--- src/sv/blr_pkg.sv ---
// shared constants, types and control structs for the line rasterizer
// no dependencies; compiled first
package blr_pkg;

   localparam int COORD_BITS    = 6;
   localparam int COLOR_BITS    = 8;
   // decision term spans roughly -2^(COORD_BITS+1) .. 2^(COORD_BITS+1)-1
   localparam int DECISION_BITS = COORD_BITS + 2;

   typedef logic [COORD_BITS-1:0]           coord_type;
   typedef logic [COLOR_BITS-1:0]           color_type;
   typedef logic signed [DECISION_BITS-1:0] decision_type;

   // controller to datapath
   typedef struct packed {
      logic load;      // capture the line command
      logic setup_a;   // pick the major axis
      logic setup_b;   // order endpoints, init decision term
      logic step;      // emit one pixel and advance
   } blr_cmd_type;

   // datapath to controller
   typedef struct packed {
      logic last;      // pixel about to be emitted is the end of the run
   } blr_stat_type;

endpackage

--- src/sv/blr_req_if.sv ---
// line command channel: valid/ready plus endpoints and color
// depends on blr_pkg
interface blr_req_if;
   import blr_pkg::*;

   logic      valid;
   logic      ready;
   coord_type start_x;
   coord_type start_y;
   coord_type end_x;
   coord_type end_y;
   color_type line_color;

   modport source (
      output valid, start_x, start_y, end_x, end_y, line_color,
      input  ready
   );
   modport sink (
      input  valid, start_x, start_y, end_x, end_y, line_color,
      output ready
   );

endinterface

--- src/sv/blr_rsp_if.sv ---
// pixel channel: valid/ready plus pixel coordinates, color and end marker
// depends on blr_pkg
interface blr_rsp_if;
   import blr_pkg::*;

   logic      valid;
   logic      ready;
   coord_type pixel_x;
   coord_type pixel_y;
   color_type pixel_color;
   logic      last_pixel;

   modport source (
      output valid, pixel_x, pixel_y, pixel_color, last_pixel,
      input  ready
   );
   modport sink (
      input  valid, pixel_x, pixel_y, pixel_color, last_pixel,
      output ready
   );

endinterface

--- src/sv/blr_ctrl.sv ---
// sequencer for the rasterizer: handshakes and datapath commands
// depends on blr_pkg
module blr_ctrl (
   input  logic                  clock,
   input  logic                  reset,
   input  logic                  req_valid,
   output logic                  req_ready,
   output logic                  rsp_valid,
   input  logic                  rsp_ready,
   output blr_pkg::blr_cmd_type  cmd,
   input  blr_pkg::blr_stat_type stat
);
   import blr_pkg::*;

   typedef enum logic [1:0] {
      IDLE,
      SETUP_A,
      SETUP_B,
      RUN
   } state_type;

   state_type state_ff, state_in;
   logic      rsp_valid_ff, rsp_valid_in;
   logic      accept;
   logic      step;

   assign accept    = req_valid && (state_ff == IDLE);
   // output register free or being emptied this cycle
   assign step      = (state_ff == RUN) && (!rsp_valid_ff || rsp_ready);
   assign req_ready = (state_ff == IDLE);
   assign rsp_valid = rsp_valid_ff;

   always_comb begin
      cmd.load    = accept;
      cmd.setup_a = (state_ff == SETUP_A);
      cmd.setup_b = (state_ff == SETUP_B);
      cmd.step    = step;
   end

   always_comb begin
      state_in = state_ff;
      case (state_ff)
         IDLE:    if (accept) state_in = SETUP_A;
         SETUP_A: state_in = SETUP_B;
         SETUP_B: state_in = RUN;
         RUN:     if (step && stat.last) state_in = IDLE;
         default: state_in = IDLE;
      endcase

      if (step) begin
         rsp_valid_in = 1'b1;
      end else if (rsp_ready) begin
         rsp_valid_in = 1'b0;
      end else begin
         rsp_valid_in = rsp_valid_ff;
      end
   end

   always_ff @(posedge clock) begin
      if (reset) begin
         state_ff     <= IDLE;
         rsp_valid_ff <= 1'b0;
      end else begin
         state_ff     <= state_in;
         rsp_valid_ff <= rsp_valid_in;
      end
   end

endmodule

--- src/sv/blr_dpath.sv ---
// rasterizer datapath: command registers, axis setup, decision stepper, pixel register
// depends on blr_pkg
module blr_dpath (
   input  logic                  clock,
   input  blr_pkg::blr_cmd_type  cmd,
   output blr_pkg::blr_stat_type stat,
   input  blr_pkg::coord_type    start_x,
   input  blr_pkg::coord_type    start_y,
   input  blr_pkg::coord_type    end_x,
   input  blr_pkg::coord_type    end_y,
   input  blr_pkg::color_type    line_color,
   output blr_pkg::coord_type    pixel_x,
   output blr_pkg::coord_type    pixel_y,
   output blr_pkg::color_type    pixel_color,
   output logic                  last_pixel
);
   import blr_pkg::*;

   function automatic coord_type abs_diff(input coord_type a, input coord_type b);
      abs_diff = (a > b) ? coord_type'(a - b) : coord_type'(b - a);
   endfunction

   // captured command
   coord_type    x0_ff, y0_ff, x1_ff, y1_ff;
   color_type    color_ff;
   logic         x_major_ff;

   // walker state
   coord_type    ma_ff, mi_ff, cnt_ff;
   logic         inc_up_ff;
   decision_type d_ff, d_in;
   decision_type inc_lo_ff;   // 2*minor
   decision_type inc_hi_ff;   // 2*(minor - major)

   // pixel output register
   coord_type    pixel_x_ff, pixel_y_ff;
   color_type    pixel_color_ff;
   logic         last_pixel_ff;

   // setup logic
   coord_type    ma0, mi0, ma1, mi1;
   coord_type    s_ma, s_mi, e_ma, e_mi;
   coord_type    major_w, minor_w;
   logic         swap;
   decision_type two_minor, two_major;

   always_comb begin
      ma0  = x_major_ff ? x0_ff : y0_ff;
      mi0  = x_major_ff ? y0_ff : x0_ff;
      ma1  = x_major_ff ? x1_ff : y1_ff;
      mi1  = x_major_ff ? y1_ff : x1_ff;
      swap = (ma0 > ma1);
      s_ma = swap ? ma1 : ma0;
      s_mi = swap ? mi1 : mi0;
      e_ma = swap ? ma0 : ma1;
      e_mi = swap ? mi0 : mi1;
      major_w   = coord_type'(e_ma - s_ma);
      minor_w   = abs_diff(s_mi, e_mi);
      two_minor = decision_type'({1'b0, minor_w, 1'b0});
      two_major = decision_type'({1'b0, major_w, 1'b0});
   end

   // minor axis steps when the term is non-negative
   always_comb begin
      if (!d_ff[DECISION_BITS-1]) begin
         d_in = decision_type'(d_ff + inc_hi_ff);
      end else begin
         d_in = decision_type'(d_ff + inc_lo_ff);
      end
   end

   always_ff @(posedge clock) begin
      if (cmd.load) begin
         x0_ff    <= start_x;
         y0_ff    <= start_y;
         x1_ff    <= end_x;
         y1_ff    <= end_y;
         color_ff <= line_color;
      end
      if (cmd.setup_a) begin
         // x wins a tie
         x_major_ff <= (abs_diff(x0_ff, x1_ff) >= abs_diff(y0_ff, y1_ff));
      end
      if (cmd.setup_b) begin
         ma_ff     <= s_ma;
         mi_ff     <= s_mi;
         cnt_ff    <= major_w;
         inc_up_ff <= (e_mi > s_mi);
         d_ff      <= decision_type'(two_minor - decision_type'({2'b00, major_w}));
         inc_lo_ff <= two_minor;
         inc_hi_ff <= decision_type'(two_minor - two_major);
      end
      if (cmd.step) begin
         pixel_x_ff     <= x_major_ff ? ma_ff : mi_ff;
         pixel_y_ff     <= x_major_ff ? mi_ff : ma_ff;
         pixel_color_ff <= color_ff;
         last_pixel_ff  <= (cnt_ff == '0);
         d_ff           <= d_in;
         ma_ff          <= coord_type'(ma_ff + 1'b1);
         cnt_ff         <= coord_type'(cnt_ff - 1'b1);
         if (!d_ff[DECISION_BITS-1]) begin
            mi_ff <= inc_up_ff ? coord_type'(mi_ff + 1'b1) : coord_type'(mi_ff - 1'b1);
         end
      end
   end

   assign stat.last   = (cnt_ff == '0);
   assign pixel_x     = pixel_x_ff;
   assign pixel_y     = pixel_y_ff;
   assign pixel_color = pixel_color_ff;
   assign last_pixel  = last_pixel_ff;

endmodule

--- src/sv/bresenham_line_rasterizer.sv ---
// Bresenham line rasterizer. Each item on req_bus is a line command (two endpoints
// and a color); rsp_bus returns every pixel of the integer Bresenham line between
// them, major axis increasing (x wins a tie), color copied, last_pixel set on the
// final pixel; equal endpoints give a single pixel. After a command is taken the
// block passes through the setup states SETUP_A (pick the major axis) and SETUP_B
// (order endpoints, init decision term), then emits one pixel per cycle from the
// stepping unit while rsp_bus is ready; a line with major extent N gives N+1 pixels.
// The next command is taken as soon as the final pixel sits in the output register.
// depends on blr_pkg, blr_req_if, blr_rsp_if, blr_ctrl, blr_dpath
module bresenham_line_rasterizer (
   input  logic       clock,
   input  logic       reset,
   blr_req_if.sink    req_bus,
   blr_rsp_if.source  rsp_bus
);
   import blr_pkg::*;

   blr_cmd_type  cmd;
   blr_stat_type stat;

   blr_ctrl u_ctrl (
      .clock     (clock),
      .reset     (reset),
      .req_valid (req_bus.valid),
      .req_ready (req_bus.ready),
      .rsp_valid (rsp_bus.valid),
      .rsp_ready (rsp_bus.ready),
      .cmd       (cmd),
      .stat      (stat)
   );

   blr_dpath u_dpath (
      .clock       (clock),
      .cmd         (cmd),
      .stat        (stat),
      .start_x     (req_bus.start_x),
      .start_y     (req_bus.start_y),
      .end_x       (req_bus.end_x),
      .end_y       (req_bus.end_y),
      .line_color  (req_bus.line_color),
      .pixel_x     (rsp_bus.pixel_x),
      .pixel_y     (rsp_bus.pixel_y),
      .pixel_color (rsp_bus.pixel_color),
      .last_pixel  (rsp_bus.last_pixel)
   );

endmodule

--- src/flat_wrapper.sv ---
// flat-port wrapper written by rule: the top's interface ports become plain ports
module bresenham_line_rasterizer_flat import blr_pkg::*;
  (clock, reset, req_bus_valid, req_bus_start_x, req_bus_start_y, req_bus_end_x, req_bus_end_y, req_bus_line_color, req_bus_ready, rsp_bus_valid, rsp_bus_pixel_x, rsp_bus_pixel_y, rsp_bus_pixel_color, rsp_bus_last_pixel, rsp_bus_ready);
  blr_req_if req_bus_i ();
  blr_rsp_if rsp_bus_i ();
  input  logic clock;
  input  logic reset;
  input wire logic [$bits(req_bus_i.valid)-1:0] req_bus_valid;
  input wire logic [$bits(req_bus_i.start_x)-1:0] req_bus_start_x;
  input wire logic [$bits(req_bus_i.start_y)-1:0] req_bus_start_y;
  input wire logic [$bits(req_bus_i.end_x)-1:0] req_bus_end_x;
  input wire logic [$bits(req_bus_i.end_y)-1:0] req_bus_end_y;
  input wire logic [$bits(req_bus_i.line_color)-1:0] req_bus_line_color;
  output wire logic [$bits(req_bus_i.ready)-1:0] req_bus_ready;
  output wire logic [$bits(rsp_bus_i.valid)-1:0] rsp_bus_valid;
  output wire logic [$bits(rsp_bus_i.pixel_x)-1:0] rsp_bus_pixel_x;
  output wire logic [$bits(rsp_bus_i.pixel_y)-1:0] rsp_bus_pixel_y;
  output wire logic [$bits(rsp_bus_i.pixel_color)-1:0] rsp_bus_pixel_color;
  output wire logic [$bits(rsp_bus_i.last_pixel)-1:0] rsp_bus_last_pixel;
  input wire logic [$bits(rsp_bus_i.ready)-1:0] rsp_bus_ready;
  assign req_bus_i.valid = req_bus_valid;
  assign req_bus_i.start_x = req_bus_start_x;
  assign req_bus_i.start_y = req_bus_start_y;
  assign req_bus_i.end_x = req_bus_end_x;
  assign req_bus_i.end_y = req_bus_end_y;
  assign req_bus_i.line_color = req_bus_line_color;
  assign req_bus_ready = req_bus_i.ready;
  assign rsp_bus_valid = rsp_bus_i.valid;
  assign rsp_bus_pixel_x = rsp_bus_i.pixel_x;
  assign rsp_bus_pixel_y = rsp_bus_i.pixel_y;
  assign rsp_bus_pixel_color = rsp_bus_i.pixel_color;
  assign rsp_bus_last_pixel = rsp_bus_i.last_pixel;
  assign rsp_bus_i.ready = rsp_bus_ready;
  bresenham_line_rasterizer u_core (.clock(clock), .reset(reset), .req_bus(req_bus_i), .rsp_bus(rsp_bus_i));
endmodule
--- config.mk ---
export PLATFORM = sky130hd
export DESIGN_NAME = bresenham_line_rasterizer_flat
export DESIGN_NICKNAME = d
export VERILOG_FILES = /design/src/sv/blr_pkg.sv /design/src/sv/blr_req_if.sv /design/src/sv/blr_rsp_if.sv /design/src/sv/blr_ctrl.sv /design/src/sv/blr_dpath.sv /design/src/sv/bresenham_line_rasterizer.sv /design/src/flat_wrapper.sv
export SDC_FILE = /design/constraint.sdc
export NUM_CORES = 1
export LEC_CHECK = 0
export ABC_AREA = 1
export BUFFER_PORTS_ARGS = -buffer_cell sky130_fd_sc_hd__buf_2
export CAP_MARGIN = 20
export CELL_PAD_IN_SITES_DETAIL_PLACEMENT = 1
export CELL_PAD_IN_SITES_GLOBAL_PLACEMENT = 1
export CORE_ASPECT_RATIO = 0.6
export CORE_MARGIN = 2
export CORE_UTILIZATION = 30
export DETAILED_ROUTE_END_ITERATION = 8
export PLACE_DENSITY_LB_ADDON = 0.1
export SKIP_LAST_GASP = 1
export SYNTH_ARGS = -nofsm -noshare
export SYNTH_HDL_FRONTEND = slang
export SYNTH_HIERARCHICAL = 1
export SYNTH_SLANG_ARGS = --single-unit
--- constraint.sdc ---
create_clock -name clock -period 9.8 [get_ports clock]
set_clock_uncertainty 0.05 [all_clocks]
set_input_delay 0.49 -clock clock [delete_from_list [all_inputs] [get_ports clock]]
set_output_delay 0.49 -clock clock [all_outputs]
set_load 0.005 [all_outputs]
==> reports/results.ini, run 1 <==
[status]
run_status=finished, final reports clean

[die]
io_pins=59
dieArea_um2=24600
start_util_pct=30.46
rows=43
fp.dieH_um=122.3
fp.dieW_um=201.2
coreArea_um2=22970

[finish]
fillers=2767
diodes=0
syn_to_final_growth_pct=12.82
layout-drive-gt1-share_pct=13.32
nNetsFinal=987

[critical_path]
critPathArrivalTime_ns=6.16
r2r_setup_slack_ns=3.71
cp-start-kind=flop
endpoint=u_core/u_dpath/d_ff[6]$_DFFE_PP_
end_kind=flop
crit_type=flop to flop
r2r-end=u_core/u_dpath/d_ff[6]$_DFFE_PP_
worst_ep_required_time_ns=9.87
regToRegStartpoint=u_core/u_dpath/x_major_ff$_DFFE_PP_
reg2reg_depth=27
slowest_stage=buf_4
crit_path_max_fanout=72
slowest_delay_ns=0.49
startpoint=u_core/u_dpath/x_major_ff$_DFFE_PP_
path_common_cell=nand2_1

[synthesis]
yosys.area_share.simple_pct=16.85
synth_top_area_share_pct=37.34
synthXorXnorAreaFrac_pct=3.755
synthMuxAreaShare_pct=0.9120
yosysSeqAreaShare_pct=39.91
yosys_register_bits=96
synth_top_family_by_area=simple AND/OR/NAND/NOR gates
yosys.area_share.adder_pct=16.27
synth_top_area_cell=edfxtp_1
avgSynthCellArea_um2=8.617
synth_nets=933
yosysMostFrequentCell=nand2_1
synthArstFlopShare_pct=0
synth_cell_types=49
synthTopCellsByArea=edfxtp_1, ha_1, nand2_1
synth_area_um2=6997
yosysWarnings=6
synth_ff_type=edfxtp_1
synth_compound_area_share_pct=12.96
syn_inst=812
ys_top_cells_by_count=nand2_1, inv_1, edfxtp_1
synth_edf_count=87

[grt]
grt_max_degree=73
grt_pass1_vias=5849
grt_pass1_wl_mm=32.74
overflow=0
grt.total_usage_pct=17.67
antenna_found_initial=0

[route]
wirelength_mm=20.33
drcViolationCount=0
first_pass_iters=4
num_vias=5593
ant_nets=0
routed_via_density=4.716
post_drt_wl_per_cell_um=17.14
drtIter0Drc=258

[timing]
slew_headroom_pct=31.42
rsz0062_at_grt=false
period_needed_ns=6.092
fmax_ghz=0.1641
min_period_over_period_pct=62.17
final-setup-viol-count=0
hold_viol_final=0
worstMarginPinSlew_ns=1.026
setup-tns-final_ns=0
slew_violations=0

[cts]
cts_buffer_depth=2
postCtsSetupRepairBufs=0
htreeDepth=3
hold_buffers=0
post_cts_resize_count=0
cts_made_buffers=9
clockRootBuffer=clkbuf_16
cts.clk_slew.worst_paths_ns=0.07
clock_latency_ns=0.37
numClockSinks=96
cts_tree=yes

[hold_path]
hp-class=primary input to flop

[placement]
portBuffers=58
hpwl_mm=16.56
place_congestion=0.8734

[run]
max-cap-violations=0

routing by layer:
layer / vias up / global-route usage (%) / share of wire (%)
met2: 97 / 25.32 / 38
met3: 11 / 4.567 / 5.3
met4: 0 / 3.704 / 0.99
met5: - / 0 / 0
met1: 2710 / 26.48 / 55
li1: 2775 / - / -
final cells by class:
type / count / area (µm²) / share of cell area [%]
multi-input cells: 559 / 3562 / 45.13
flip-flops and latches: 96 / 2793 / 35.38
inverters: 138 / 518.0 / 6.562
well taps: 315 / 394.1 / 4.993
clock inverters: 7 / 81.33 / 1.030
clock buffers: 9 / 225.2 / 2.853
repair buffers: 62 / 320.3 / 4.058
layout by cell type, fill, tap and decap left out, drive strengths merged, types with 4 or more instances in the layout:
master,n
a21o,4
a21oi,43
a31oi,5
buf,62
clkbuf,9
clkinv,4
dfxtp,9
edfxtp,87
fa,10
ha,75
inv,137
nand2,199
nand3,22
nand3b,4
nor2,42
nor3,4
o21ai,89
or2,4
xnor2,9
xor2,21
registers in the layout (all words and copies together), names as in the netlist:
name / flops
u_core/u_dpath/pixel_color: 8
u_core/u_dpath/y0_ff: 6
u_core/u_dpath/last_pixel: 1
u_core/u_dpath/cnt_ff: 6
u_core/u_dpath/d_ff: 7
u_core/u_dpath/ma_ff: 6
u_core/u_dpath/x0_ff: 6
u_core/u_ctrl/state_ff: 2
u_core/u_dpath/inc_up_ff: 1
u_core/u_dpath/pixel_x: 6
u_core/u_dpath/color_ff: 8
u_core/u_dpath/inc_lo_ff: 6
u_core/u_dpath/x_major_ff: 1
u_core/u_ctrl/rsp_valid: 1
u_core/u_dpath/mi_ff: 6
u_core/u_dpath/pixel_y: 6
u_core/u_dpath/inc_hi_ff: 7
u_core/u_dpath/y1_ff: 6
u_core/u_dpath/x1_ff: 6
how the worst min path moves through the flow:
stage	start	to	slack, ns	depth (start not counted)
after global placement	u_core/u_dpath/color_ff[7]$_DFFE_PP_	u_core/u_dpath/pixel_color[7]$_DFFE_PP_	0.35	0
final	req_bus_end_x[2]	u_core/u_dpath/x1_ff[2]$_DFFE_PP_	0.24	1
after detailed placement	u_core/u_dpath/color_ff[1]$_DFFE_PP_	u_core/u_dpath/pixel_color[1]$_DFFE_PP_	0.36	0
after global routing	req_bus_end_x[2]	u_core/u_dpath/x1_ff[2]$_DFFE_PP_	0.22	1
after floorplan	u_core/u_dpath/color_ff[0]$_DFFE_PP_	u_core/u_dpath/pixel_color[0]$_DFFE_PP_	0.35	0
after CTS	req_bus_end_x[2]	u_core/u_dpath/x1_ff[2]$_DFFE_PP_	0.22	1
critical path: cells and delay by family (launching register included):
family | cells | cell delay (ns)
AND/OR/NAND/NOR | 11 | 1.80
AO/OA/AOI/OAI | 8 | 1.51
adder cells (fa/ha/maj) | 4 | 1.44
flip-flops | 1 | 0.32
buffers and inverters | 4 | 0.69
per-stage QoR:
| stage | util (%) | instances | hold WS, ns | instance area (µm²) | worst slack (ns) |
|---|---|---|---|---|---|
| floorplan | - | 812 | 0.3503 | 6997 | 4.404 |
| finish | 34.36 | 1186 | 0.2443 | 7894 | 3.708 |
| detailed placement | 33.03 | 1170 | 0.3582 | 7587 | 3.783 |
| global route | 34.36 | 1186 | 0.2201 | 7894 | 3.060 |
| CTS | 34.36 | 1186 | 0.2239 | 7894 | 3.744 |
| global placement | 33.03 | 1170 | 0.3523 | 7587 | 4.130 |
cell families after synthesis:
kind of cell | count (synthesis)
buffers and inverters | 157
AO/OA/AOI/OAI | 158
multiplexers | 6
AND/OR/NAND/NOR | 280
flip-flops | 96
XOR/XNOR | 30
adder cells (fa/ha/maj) | 85
Power of run 1 is not shown: default switching activity piles up to over one toggle a cycle in this logic, so the estimate is an artifact.
==> run 2: changes to the inputs <==
--- a/config.mk
+++ b/config.mk
@@ -5,7 +5,7 @@
 export SDC_FILE = /design/constraint.sdc
 export NUM_CORES = 1
 export LEC_CHECK = 0
-export ABC_AREA = 1
+export ABC_AREA = 0
 export BUFFER_PORTS_ARGS = -buffer_cell sky130_fd_sc_hd__buf_2
 export CAP_MARGIN = 20
 export CELL_PAD_IN_SITES_DETAIL_PLACEMENT = 1
==> constraint.sdc (replaced) <==
create_clock -name clock -period 5.74 [get_ports clock]
set_clock_uncertainty 0.05 [all_clocks]
set_input_delay 0.287 -clock clock [delete_from_list [all_inputs] [get_ports clock]]
set_output_delay 0.287 -clock clock [all_outputs]
set_load 0.005 [all_outputs]
==> run 2 against run 1 <==
Effect of this change: register-to-register slack worse by 3.6 ns; via count down 11%; worst setup slack worse by 3.6 ns; worst hold slack worse by 0.20 ns; critical path type unchanged.
==> reports/results.ini, run 2 <==
[grt]
antenna_found_initial=0  ; unchanged
grt_max_degree=33  ; -55%
grt_pass1_vias=5288  ; -9.6%
overflow=0  ; unchanged
grt_pass1_wl_mm=30.82  ; -5.9%
grt.total_usage_pct=17.14  ; -0.53 points

[route]
first_pass_iters=4  ; unchanged
ant_nets=0  ; unchanged
post_drt_wl_per_cell_um=18.65  ; +8.8%
routed_via_density=4.835  ; +2.5%
drcViolationCount=0  ; unchanged
num_vias=4970  ; -11%
drtIter0Drc=236  ; -8.5%
wirelength_mm=19.17  ; -5.7%

[critical_path]
crit_path_max_fanout=7  ; -90%
end_kind=flop
crit_type=flop to flop
worst_ep_required_time_ns=5.81  ; -4.06 ns
cp_num_buf_inv=2  ; -2
cp_cell_sequence=buf_4, buf_4, mux2i_4, ha_4, and4_4, a21boi_4, o21a_4, mux4_2, fa_2, nor2b_2, o21ai_1, a21boi_1, o21ai_2, a21oi_4, mux2i_2, ha_1, nor2b_1, o21ai_1, nand2b_1, a21o_1, a21oi_2, xnor3_1, mux2_2
slowest_delay_ns=0.56  ; +0.07 ns
startpoint=u_core/u_dpath/x_major_ff$_DFFE_PP_
critPathArrivalTime_ns=5.72  ; -0.44 ns
slowest_stage=mux4_2
regToRegStartpoint=u_core/u_dpath/x_major_ff$_DFFE_PP_
cp_top_family=compound AO/OA/AOI/OAI gates
cp-start-kind=flop

[synthesis]
synth_ff_type=edfxtp_1
avgSynthCellArea_um2=11.18  ; +30%
yosysMostFrequentCell=edfxtp_1
synthTopCellsByArea=edfxtp_1, ha_1, mux4_2
syn_inst=613  ; -25%
yosysSeqAreaShare_pct=40.74  ; +0.83 points
yosys_register_bits=96  ; unchanged
synth_nets=734  ; -21%
yosysWarnings=6  ; unchanged
synth_cell_types=61  ; +24%
synthArstFlopShare_pct=0  ; unchanged
synth_edf_count=87  ; unchanged
synth_area_um2=6854  ; -2.0%
synth_top_area_cell=edfxtp_1
ys_top_cells_by_count=edfxtp_1, ha_1, inv_1
synth_top_area_share_pct=38.12  ; +0.78 points

[placement]
place_congestion=0.8571  ; -1.9%
portBuffers=58  ; unchanged
hpwl_mm=14.81  ; -11%

[timing]
worstMarginPinSlew_ns=0.9769  ; -0.04939 ns
fmax_ghz=0.1769  ; +7.8%
period_needed_ns=5.652  ; -0.4407 ns
hold_viol_final=0  ; unchanged
slew_headroom_pct=34.57  ; +3.2 points
rsz0062_at_grt=true
min_period_over_period_pct=98.46  ; +36 points
setup-tns-final_ns=0  ; unchanged
final-setup-viol-count=0  ; unchanged
slew_violations=0  ; unchanged

[cts]
cts_tree=yes
cts_made_buffers=9  ; unchanged
cts_buffer_depth=2  ; unchanged
hold_buffers=0  ; unchanged
cts.clk_slew.worst_paths_ns=0.08  ; about the same
clockRootBuffer=clkbuf_16
clock_latency_ns=0.36  ; about the same
htreeDepth=3  ; unchanged
numClockSinks=96  ; unchanged

[finish]
layout_commonest_cell=edfxtp_1
layout-drive-gt1-share_pct=25.69  ; +12 points
nNetsFinal=836  ; -15%
syn_to_final_growth_pct=20.01
final_cell_mix=edfxtp_1, ha_1, inv_1
diodes=0  ; unchanged

[hold_path]
hp-class=primary input to flop
hold_path_startpoint=req_bus_end_x[2]

[status]
run_status=finished, final reports clean

[die]
start_util_pct=30.83  ; +0.38 points
dieArea_um2=24110  ; -2.0%
io_pins=59  ; unchanged
fp.dieW_um=199.1  ; -1.0%
fp.dieH_um=121.1  ; -0.99%
rows=42  ; -2.3%
coreArea_um2=22230  ; -3.2%

[run]
max-cap-violations=0  ; unchanged

[run 2: cell count changes after synthesis, sizes merged, moves of 13 or more]
cell    change
a21o       +18
mux2       +18
o21ai      -51
nand3      -16
inv        -67
mux2i      +21
xnor2      +18
nor2b      +14
nor2       -17
nand2b     +13
nand2     -164
[run 2: path summary, 6_finish.rpt]
kind	to	slack, ns	cells after the start
worst max-delay path	u_core/u_dpath/d_ff[6]$_DFFE_PP_	0.09	23
worst min-delay path	u_core/u_dpath/x1_ff[2]$_DFFE_PP_	0.04	1
worst max register to register	u_core/u_dpath/d_ff[6]$_DFFE_PP_	0.09	23
worst min register to register	u_core/u_dpath/pixel_color[2]$_DFFE_PP_	0.37	0
[run 2: through the flow]
step           worst slack (ns)  utilization (%)  hold slack, ns  cells  area (µm²)
6_report                0.08828            37.00         0.04468   1028        8225
3_3_place_gp             0.1352            35.07          0.3523   1002        7795
5_1_grt                 -0.1575            37.00         0.02151   1028        8225
3_5_place_dp           -0.06282            35.07          0.3551   1002        7795
4_1_cts                0.008613            36.47         0.02560   1018        8108
2_1_floorplan          -0.01136                -          0.3094    613        6950
[run 2: cell families after synthesis]
logic type	count (synthesis)	synth area share, %
buffers and inverters	88	5.422
AND/OR/NAND/NOR	114	8.416
adder cells (fa/ha/maj)	85	16.61
flip-flops	96	40.74
XOR/XNOR	41	5.440
AO/OA/AOI/OAI	132	12.47
multiplexers	57	10.90
[run 2: cell type report]
class / instances / area, µm²
clock buffer: 9 / 225.2
multi-input combinational: 429 / 3775
timing repair buffer: 110 / 714.4
inverter: 69 / 259.0
fill: 2462 / 14000
tap: 308 / 385.4
sequential: 96 / 2793
clock inverter: 7 / 73.82
[run 2: layer usage]
metal	up-vias	track usage (%)	routed length (µm)	part of all wire, %
li1	2399	-	-	-
met1	2484	26.56	10500	55
met2	73	24.06	7581	40
met3	14	3.613	918	4.8
met4	0	3.638	174	0.91
met5	-	0	0	0
[run 2: what timing repair did]
item                       CTS  global route
setup endpoints to repair    1             6
pin swaps                    0             8
gates resized for setup      2             8
gates cloned                 0             1
buffers inserted             0             9
Power of run 2 is left out for the same reason.
==> run 3: changes to the inputs <==
--- a/config.mk
+++ b/config.mk
@@ -11,7 +11,7 @@
 export CELL_PAD_IN_SITES_DETAIL_PLACEMENT = 1
 export CELL_PAD_IN_SITES_GLOBAL_PLACEMENT = 1
 export CORE_ASPECT_RATIO = 0.6
-export CORE_MARGIN = 2
+export CORE_MARGIN = 4
 export CORE_UTILIZATION = 30
 export DETAILED_ROUTE_END_ITERATION = 8
 export PLACE_DENSITY_LB_ADDON = 0.1
==> run 3 against run 2 <==
Effect of this change: die area up 5.4%; critical endpoint unchanged; highest routed layer unchanged; count of clock-buffer cells in the layout is the same; register-to-register slack improved by 0.07 ns; fmax up 1.3%; wire length down 1.7%.
==> reports/results.ini, run 3 (synthesized netlist as in run 2, its figures left out) <==
[status]
run_status=finished, final reports clean

[critical_path]
cp-start-kind=flop
crit_path_max_fanout=24  ; +17
cp_top_family=multiplexers
worst_ep_required_time_ns=5.82  ; about the same
slowest_stage=mux4_2
cp_cell_sequence=buf_12, mux2_2, ha_4, and4_4, a21boi_4, o21a_4, mux4_2, fa_2, nor2b_1, o21ai_1, a21boi_1, o21ai_1, a21oi_4, buf_4, mux2i_2, xnor2_2, ha_1, a21o_1, a21oi_2, xnor3_1, mux2_2
slowest_delay_ns=0.55  ; about the same
crit_type=flop to flop
cp_num_buf_inv=2  ; unchanged
critPathArrivalTime_ns=5.66  ; -0.06 ns
r2r_setup_slack_ns=0.16  ; +0.07 ns
end_kind=flop

[route]
first_pass_iters=4  ; unchanged
routed_via_density=4.742  ; -1.9%
drcViolationCount=0  ; unchanged
post_drt_wl_per_cell_um=18.24  ; -2.2%
num_vias=4903  ; -1.3%
ant_nets=0  ; unchanged
drtIter0Drc=245  ; +3.8%
wirelength_mm=18.86  ; -1.7%

[cts]
htreeDepth=3  ; unchanged
cts_buffer_depth=2  ; unchanged
cts_tree=yes
cts.clk_slew.worst_paths_ns=0.08  ; about the same
clock_latency_ns=0.37  ; about the same
numClockSinks=96  ; unchanged
hold_buffers=0  ; unchanged
clockRootBuffer=clkbuf_16
cts_made_buffers=9  ; unchanged

[die]
io_pins=59  ; unchanged
start_util_pct=30.83  ; unchanged
dieArea_um2=25410  ; +5.4%
fp.dieH_um=125.1  ; +3.3%
fp.dieW_um=203.1  ; +2.0%
coreArea_um2=22230  ; unchanged
rows=42  ; unchanged

[grt]
grt_pass1_wl_mm=30.44  ; -1.3%
overflow=0  ; unchanged
grt.total_usage_pct=15.36  ; -1.8 points
antenna_found_initial=0  ; unchanged
grt_max_degree=58  ; +76%
grt_pass1_vias=5288  ; unchanged

[timing]
fmax_ghz=0.1792  ; +1.3%
min_period_over_period_pct=97.24  ; -1.2 points
final-setup-viol-count=0  ; unchanged
worstMarginPinSlew_ns=0.9508  ; -0.02605 ns
setup_ws_ns=0.1586  ; +0.07028 ns
hold_viol_final=0  ; unchanged
slew_headroom_pct=36.32  ; +1.7 points
rsz0062_at_grt=true
period_needed_ns=5.581  ; -0.07028 ns
slew_violations=0  ; unchanged
setup-tns-final_ns=0  ; unchanged

[finish]
nNetsFinal=842  ; +0.72%
layout_commonest_cell=edfxtp_1
layout-drive-gt1-share_pct=26.17  ; +0.48 points
layout.cells.non_filler=1034  ; +0.58%
syn_to_final_growth_pct=20.37
diodes=0  ; unchanged
final_cell_mix=edfxtp_1, ha_1, inv_1

[hold_path]
hp-class=primary input to flop

[placement]
pre_cts_ws_ns=-0.03759  ; +0.02522 ns
place_congestion=0.8495  ; -0.89%
portBuffers=58  ; unchanged
hpwl_mm=15.18  ; +2.5%
dp.cells=1014  ; +1.2%

[run]
max-cap-violations=0  ; unchanged

## run 3: cell types whose count changed in the layout (fill, tap and decap cells not counted), sizes merged
| cell | delta |
|---|---|
| buf | +7 |
| clkbuf | -1 |
## run 3: path summary, 6_finish.rpt
kind / startpoint / end / cells after the start
setup reg to reg: u_core/u_dpath/x_major_ff$_DFFE_PP_ / u_core/u_dpath/d_ff[6]$_DFFE_PP_ / 21
setup / recovery: u_core/u_dpath/x_major_ff$_DFFE_PP_ / u_core/u_dpath/d_ff[6]$_DFFE_PP_ / 21
hold / removal: req_bus_line_color[2] / u_core/u_dpath/color_ff[2]$_DFFE_PP_ / 1
hold reg to reg: u_core/u_dpath/color_ff[5]$_DFFE_PP_ / u_core/u_dpath/pixel_color[5]$_DFFE_PP_ / 0
## run 3: per-layer routing
| layer | track usage (%) | share of wire [%] |
|---|---|---|
| met1 | 24.61 | 56 |
| met2 | 21.02 | 39 |
| met3 | 3.131 | 4.1 |
| met4 | 3.409 | 1.1 |
| met5 | 0 | 0 |
## run 3: repair_timing
item | 4_1_cts | 5_1_grt
pin swaps | 0 | 3
resized for setup | 1 | 7
setup endpoints to repair | 1 | 6
setup buffers | 0 | 4
## run 3: per-stage QoR
step                      utilization, %  instance area [µm²]  hold slack (ns)
after floorplan                        -                 6950           0.3094
after global placement             35.47                 7885           0.3512
after detailed placement           35.47                 7885           0.3581
after CTS                          36.85                 8190          0.02337
after global routing               37.12                 8250          0.01956
final                              37.12                 8250          0.04263
## run 3: area by class of cell
class	instances	area (µm²)
Tap cell	308	385.4
Clock inverter	7	73.82
Fill cell	2445	13980
Multi-Input combinational cell	429	3776
Clock buffer	9	225.2
Inverter	69	259.0
Timing Repair Buffer	116	738.2
Sequential cell	96	2793
Power of run 3 is left out for the same reason.
